File: src/sv/rvn_pkg.sv
package rvn_pkg;

   localparam int PosW = 32;
   localparam int DiffW = 33;
   localparam int MagW = 33;
   localparam int SumW = 68;
   localparam int RootW = 34;
   localparam int SepW = 31;
   localparam int SpdW = 20;
   localparam int OutSpdW = 21;
   localparam int QW = 16;
   localparam int ModeW = 2;
   localparam int CsrIdxW = 2;
   localparam int CsrDataW = 31;
   localparam int QuotW = 64;
   localparam logic [QW-1:0] Q15Max = 16'sd32767;

   localparam logic [CsrIdxW-1:0] CSR_SEPARATION = 2'd0;
   localparam logic [CsrIdxW-1:0] CSR_MAX_SPEED  = 2'd1;
   localparam logic [CsrIdxW-1:0] CSR_YAW_MODE   = 2'd2;

   localparam logic [ModeW-1:0] YAW_CONSTANT = 2'd0;
   localparam logic [ModeW-1:0] YAW_AWAY     = 2'd1;
   localparam logic [ModeW-1:0] YAW_TOWARD   = 2'd2;

   typedef enum logic [3:0] {
      ST_IDLE, ST_SQUARE, ST_ROOT, ST_RPLAN, ST_QW_DIV, ST_QW_ROOT,
      ST_QZ_DIV, ST_QZ_ROOT, ST_SX_DIV, ST_SY_DIV, ST_DONE
   } state_type;

   // Operand selection for the shared root and divide units.
   typedef enum logic [2:0] {
      OP_LEN, OP_RPLAN, OP_QW, OP_QZ, OP_SX, OP_SY
   } op_type;

   typedef struct packed {
      logic   load;
      logic   start;
      op_type op;
      logic   use_div;
      logic   finish;
   } cmd_type;

   typedef struct packed {
      logic busy;
      logic facing;
      logic away;
   } stat_type;

endpackage

File: src/sv/rvn_control.sv
module rvn_control (
   input  logic clock,
   input  logic reset,
   input  logic req_fire,
   input  logic rsp_fire,
   input  logic facing_mode,
   input  rvn_pkg::stat_type stat,
   output rvn_pkg::cmd_type cmd,
   output logic req_ready,
   output logic rsp_valid
);
   import rvn_pkg::*;

   state_type state_ff, state_in;
   logic wait_ff, wait_in;
   logic fac_ff, fac_in;

   // wait_ff marks that the shared unit was started and has not yet ended.
   always_comb begin
      state_in = state_ff;
      wait_in = wait_ff;
      fac_in = fac_ff;
      unique case (state_ff)
         ST_IDLE: if (req_fire) begin state_in = ST_SQUARE; fac_in = facing_mode; end
         ST_SQUARE: if (!stat.busy) begin
            state_in = fac_ff ? ST_RPLAN : ST_ROOT; wait_in = 1'b0;
         end
         ST_ROOT, ST_RPLAN, ST_QW_DIV, ST_QZ_DIV, ST_SX_DIV, ST_SY_DIV: begin
            if (!wait_ff) wait_in = 1'b1;
            else if (!stat.busy) begin
               wait_in = 1'b0;
               unique case (state_ff)
                  ST_RPLAN: state_in = ST_QW_DIV;
                  ST_QW_DIV: state_in = ST_QZ_DIV;
                  ST_QZ_DIV: state_in = ST_ROOT;
                  ST_ROOT: state_in = ST_SX_DIV;
                  ST_SX_DIV: state_in = ST_SY_DIV;
                  default: state_in = ST_DONE;
               endcase
               if (state_ff == ST_RPLAN && !stat.facing) state_in = ST_ROOT;
               if (state_ff == ST_ROOT) begin
                  state_in = ST_SX_DIV;
               end
            end
         end
         ST_DONE: if (rsp_fire) state_in = ST_IDLE;
         default: state_in = ST_IDLE;
      endcase
      // Speeds are only divided out when the block moves away.
      if (state_ff == ST_SX_DIV && !wait_ff && !stat.away) state_in = ST_DONE;
   end

   always_comb begin
      cmd = '0;
      cmd.op = OP_LEN;
      req_ready = (state_ff == ST_IDLE);
      rsp_valid = (state_ff == ST_DONE);
      cmd.load = req_fire;
      unique case (state_ff)
         ST_ROOT: cmd.op = OP_LEN;
         ST_RPLAN: cmd.op = OP_RPLAN;
         ST_QW_DIV: begin cmd.op = OP_QW; cmd.use_div = 1'b1; end
         ST_QZ_DIV: begin cmd.op = OP_QZ; cmd.use_div = 1'b1; end
         ST_SX_DIV: begin cmd.op = OP_SX; cmd.use_div = 1'b1; end
         ST_SY_DIV: begin cmd.op = OP_SY; cmd.use_div = 1'b1; end
         default: cmd.op = OP_LEN;
      endcase
      if (state_ff != ST_IDLE && state_ff != ST_SQUARE && state_ff != ST_DONE) begin
         cmd.start = !wait_ff && !(state_ff == ST_SX_DIV && !stat.away);
         cmd.finish = wait_ff && !stat.busy;
      end
   end

   always_ff @(posedge clock) begin
      if (reset) begin
         state_ff <= ST_IDLE; wait_ff <= 1'b0; fac_ff <= 1'b0;
      end else begin
         state_ff <= state_in; wait_ff <= wait_in; fac_ff <= fac_in;
      end
   end
endmodule
File: config.mk
export PLATFORM = sky130hd
export DESIGN_NAME = rvn_control
export DESIGN_NICKNAME = d
export VERILOG_FILES = /design/src/sv/rvn_pkg.sv /design/src/sv/rvn_control.sv
export SDC_FILE = /design/constraint.sdc
export NUM_CORES = 1
export LEC_CHECK = 0
export BUFFER_PORTS_ARGS = -buffer_cell sky130_fd_sc_hd__buf_2
export CAP_MARGIN = 10
export CELL_PAD_IN_SITES_DETAIL_PLACEMENT = 1
export CELL_PAD_IN_SITES_GLOBAL_PLACEMENT = 1
export CORE_UTILIZATION = 36
export CTS_CLUSTER_SIZE = 28
export DETAILED_ROUTE_END_ITERATION = 6
export MAX_ROUTING_LAYER = met4
export PLACE_DENSITY_LB_ADDON = 0.2
export SYNTH_ARGS = -nofsm -noshare
export SYNTH_HDL_FRONTEND = slang
export SYNTH_SLANG_ARGS = --single-unit
export TNS_END_PERCENT = 50
File: constraint.sdc
create_clock -name clock -period 4 [get_ports clock]
set_clock_uncertainty 0.15 [all_clocks]
set_input_delay 0.2 -clock clock [delete_from_list [all_inputs] [get_ports clock]]
set_output_delay 0.2 -clock clock [all_outputs]
set_load 0.01 [all_outputs]
======== Word-level counts from Yosys, hierarchy flattened ========
Cells that the tools add are included.
storage, ports and cells
  register bits after elaboration ......... 6
  bits of input ports ..................... 8
cells by class
  equal/unequal tests ..................... 20
  muxes and demuxes ....................... 19
  reduce and logical (&&, ||, !) cells .... 23
operator list
  operator                                                number
  two-way mux 4 bit                                       8
  case mux 4 bit (4 select lines)                         2
  case mux 3 bit (5 select lines)                         1
  equality test 4 bit (second input constant)             3
  inequality test 2 bit (second input constant)           5
  AND reduction 5 bit                                     2
  inequality test 3 bit (second input constant)           3
  equality test 4 x 2 -> 1 bit (second input constant)    2
  equality test 4 x 3 -> 1 bit (second input constant)    2
  logical AND 1 bit                                       8
  two-way mux 1 bit                                       7
  inequality test 3 x 2 -> 1 bit (second input constant)  2
  OR reduction 6 bit                                      1
  logical NOT 1 bit                                       5
  equality test 4 x 1 -> 1 bit (second input constant)    1
  logical NOT 4 bit                                       1
  inequality test 4 x 1 -> 1 bit (second input constant)  1
  inequality test 4 bit (second input constant)           1
  AND reduction 2 bit                                     2
  nonzero test 4 bit                                      1
  OR reduction 4 bit                                      1
  case mux 1 bit (2 select lines)                         1
  nonzero test 2 bit                                      1
  OR reduction 2 bit                                      1

======== Depth between registers and ports, before layout ========
  depth after elaboration ................. 8
  mapped depth ............................ 6
  depth with buffers taken out ............ 4

======== Worst setup path before layout ========
Ideal clock, no wire load.
  kind .................................... register -> register
  from .................................... register state_ff[3]
  to ...................................... register state_ff[1]
  arrival ................................. 1.427 ns
  required time ........................... 3.724 ns
  setup slack ............................. 2.298 ns
  cell stages (with the launch flop) ...... 6
  buffers on the path ..................... 1
  clock period less this slack ............ 1.702 ns
  cell sequence ........................... dfxtp_1 buf_6 o21a_1 or4_4 a221oi_2 a211oi_2
between the ends
  cells in the longest elaborated chain, start to end .. 8
ends and longest elaborated chain
  item                                                                         line                                                     text
  from (decl)                                                                  rvn_control.sv:14                                        state_type state_ff, state_in;
  from (signal assigned)                                                       rvn_control.sv:78                                        state_ff <= state_in; wait_ff <= wait_in; fac_ff <= fac_in;
  equality test 4 bit (tied with other cells)                                  rvn_control.sv:23, rvn_control.sv:32, rvn_control.sv:50
  case mux 4 bit (4 select lines) / logical AND 1 bit (equally long branches)  rvn_control.sv:32, rvn_control.sv:40
  two-way mux 4 bit                                                            rvn_control.sv:40                                        if (state_ff == ST_RPLAN && !stat.facing) state_in = ST_ROOT;
  two-way mux 4 bit                                                            rvn_control.sv:41                                        if (state_ff == ST_ROOT) begin
  two-way mux 4 bit                                                            rvn_control.sv:30                                        else if (!stat.busy) begin
  two-way mux 4 bit                                                            rvn_control.sv:29                                        if (!wait_ff) wait_in = 1'b1;
  case mux 4 bit (4 select lines)                                              rvn_control.sv:23                                        unique case (state_ff)
  two-way mux 4 bit                                                            rvn_control.sv:50                                        if (state_ff == ST_SX_DIV && !wait_ff && !stat.away) state_in = ST_DONE;
Parallel ways exist; a longest one is shown, timed or not. The select of a mux whose other input is x is not followed.
A chain may end at the register's enable or synchronous reset.

==> results.yml <==
cts:
  cts_tree: "done"
  cts-resized-gates: 0
  cts_made_buffers: 3
  hold_buffers: 0
  path_clk_slew_ps: 50
  clockBufferDepth: 2
  root_buffer: "clkbuf_4"
  clock-sinks: 6
  clkLatencyLatePin_ps: 260
  htree_levels: 1
  post-cts-setup-buffers: 0
route:
  drtIter0Drc: 8
  drc: 0
  routed-via-count: 618
  wl_per_cell_um: 14.50
  ant_nets: 0
  dr.pass1.iters: 4
  totalWireLength_um: 1508
  vias_per_cell: 5.942
floorplanning:
  die_area_mm2: 0.001704
  dieWidth_um: 41.28
  fp.dieH_um: 41.28
  core-area_mm2: 0.001366
  row_count: 13
  ios: 17
  initial_core_util: 0.4066
cells_and_area:
  nets: 99
  seqCellArea_um2: 120.1
  final_common_cell: "buf_2"
  drive_gt1_frac: 0.2809
  final_cell_mix: "buf_2, nor2_1, dfxtp_1"
  multi_input_area_um2: 392.9
  fillCellCount: 195
  area_delta_synth_final_pct: 14.86
  final_area_um2: 638.1
  antenna_cells: 0
logic_synthesis:
  yosys.cell_types.count: 34
  synth_cells: 77
  synth_edf_count: 0
  postSynthAreaPerCell_um2: 7.215
  syn-cell-area_um2: 555.5
  ys.flop_type: "dfxtp_1"
  yosysWarnings: 0
  ys_ff_latch: 6
  synth.net_count: 85
  ys_seq_area_frac: 0.2162
  async_reset_ff_frac: 0
power_and_ir_drop:
  net-switching-power_uw: 181.7
  total_power_uw: 393.4
  p_per_area_mw_per_mm2: 616.4
  power_leakage_uw: 0.0002697
  switching_share: 0.4620
  pwr-share-seq: 0.320
  vdd_drop_max_uv: 311.9
  internal_power_uw: 211.6
  comb_power_share: 0.527
  p_clk_frac: 0.153
worst_setup_path:
  cpLargestDelayFamily: "flip-flops"
  cp-end-kind: "primary output"
  cp_cell_sequence: "nor2_1 -> and2_1 -> or2_1 -> buf_2"
  crit_path_start_kind: "flop"
  slowest_delay_ps: 730
  required_ps: 3650
  critPathSlowestCell: "dfxtp_1"
  crit_type: "flop to primary output"
  cp.arrival_ps: 1720
  path_max_fanout: 20
  critPathBufInv: 1
  rrSetupSlack_ps: 1960
run_status:
  status: "finished, final reports clean"
placement:
  dpl.hpwl_um: 1063
  port_buffers: 16
  place_area_um2: 615.6
  routabilityCongestion: 0.8461
grt:
  globalRouteTotalUtil: 0.2208
  grt_pass1_vias: 498
  grt_antenna_before_repair: 0
  overflow: 0
  grt_pass1_wl_um: 2256
  grt_max_degree: 21
timing:
  worst_pin_slew_ps: 629.2
  setup_viol: 0
  relSlewSlack: 0.5697
  rsz0062_at_grt: "no"
  final-max-slew-violation-count: 0
  post-route-min-period_ps: 2067
  final.setup.tns_ps: 0
  finalCritPeriodShare: 0.5168
  fmax_ghz: 0.4838
  hold_viol_final: 0
run:
  drv_cap: 0
hold_path:
  min_path_type: "primary input to flop"
==> metal layers <==
metal	GRT usage	up-vias	part of all wire
li1	-	311	-
met1	0.2452	285	0.43
met2	0.3398	18	0.48
met3	0.06522	4	0.050
met4	0.1452	0	0.032
met5	-	-	0
==> power groups by stage <==
| stage | clock network, uW | registers (uW) | logic [uW] |
|---|---|---|---|
| after global placement | 0 | 126 | 202 |
| after floorplan | 0 | 87.2 | 197 |
| after detailed placement | 0 | 126 | 206 |
| after global routing | 62.2 | 131 | 229 |
| final | 60.2 | 126 | 207 |
| after CTS | 61.6 | 125 | 209 |
==> sequential cells by signal (all words and copies together) (netlist names) <==
| name | flops |
|---|---|
| state_ff | 4 |
| fac_ff | 1 |
| wait_ff | 1 |
==> cell type report <==
cell class                 count  area share
inverter                       1    0.005882
multi-input combinational     63      0.6157
timing repair buffer          16      0.1255
sequential                     6      0.1882
tap                           15     0.02941
clock buffer                   3     0.03529
==> synth_stat cells (2+ instances only) <==
master | n | area [um^2]
a31oi_1 | 4 | 25.02
clkbuf_1 | 3 | 11.26
and2_4 | 2 | 17.52
o21ai_0 | 2 | 10.01
nor2_1 | 11 | 41.29
dfxtp_1 | 6 | 120.1
o22ai_1 | 2 | 12.51
nand2b_1 | 4 | 25.02
nor2b_1 | 4 | 25.02
nor3_1 | 2 | 10.01
o21a_1 | 3 | 22.52
nor4_1 | 3 | 18.77
a211oi_2 | 2 | 25.02
nand2_1 | 5 | 18.77
a21oi_1 | 5 | 25.02
==> tightest hold or removal path: cells and delay by family <==
| kind | cells | cell delay [ps] |
|---|---|---|
| buffers and inverters | 1 | 70 |
| AND/OR/NAND/NOR | 1 | 70 |
| AO/OA/AOI/OAI | 1 | 60 |
==> kinds of logic after synthesis <==
family,synth area share
DFF,0.2162
AOI/OAI and AO/OA,0.3085
xor gates and xnor gates,0.01577
and+or+nand+nor,0.3829
buffers and inverters,0.07656
==> path summary, 6_finish.rpt <==
kind	depth (start not counted)	start	endpoint
max	4	state_ff[1]$_SDFFE_PP0P_	cmd[1]
min reg2reg	4	fac_ff$_SDFFE_PP0P_	fac_ff$_SDFFE_PP0P_
min	3	facing_mode	fac_ff$_SDFFE_PP0P_
max reg2reg	4	state_ff[1]$_SDFFE_PP0P_	state_ff[1]$_SDFFE_PP0P_
==> per-stage QoR <==
step	hold slack (ps)	instances	utilization	setup slack (ps)
after CTS	38.91	104	0.4670	1943
after global routing	48.38	104	0.4670	1835
after global placement	298.8	101	0.4505	2028
after detailed placement	301.1	101	0.4505	2015
after floorplan	114.6	77	-	2298
final	37.43	104	0.4670	1933
Power figures use the tool's default switching activity.
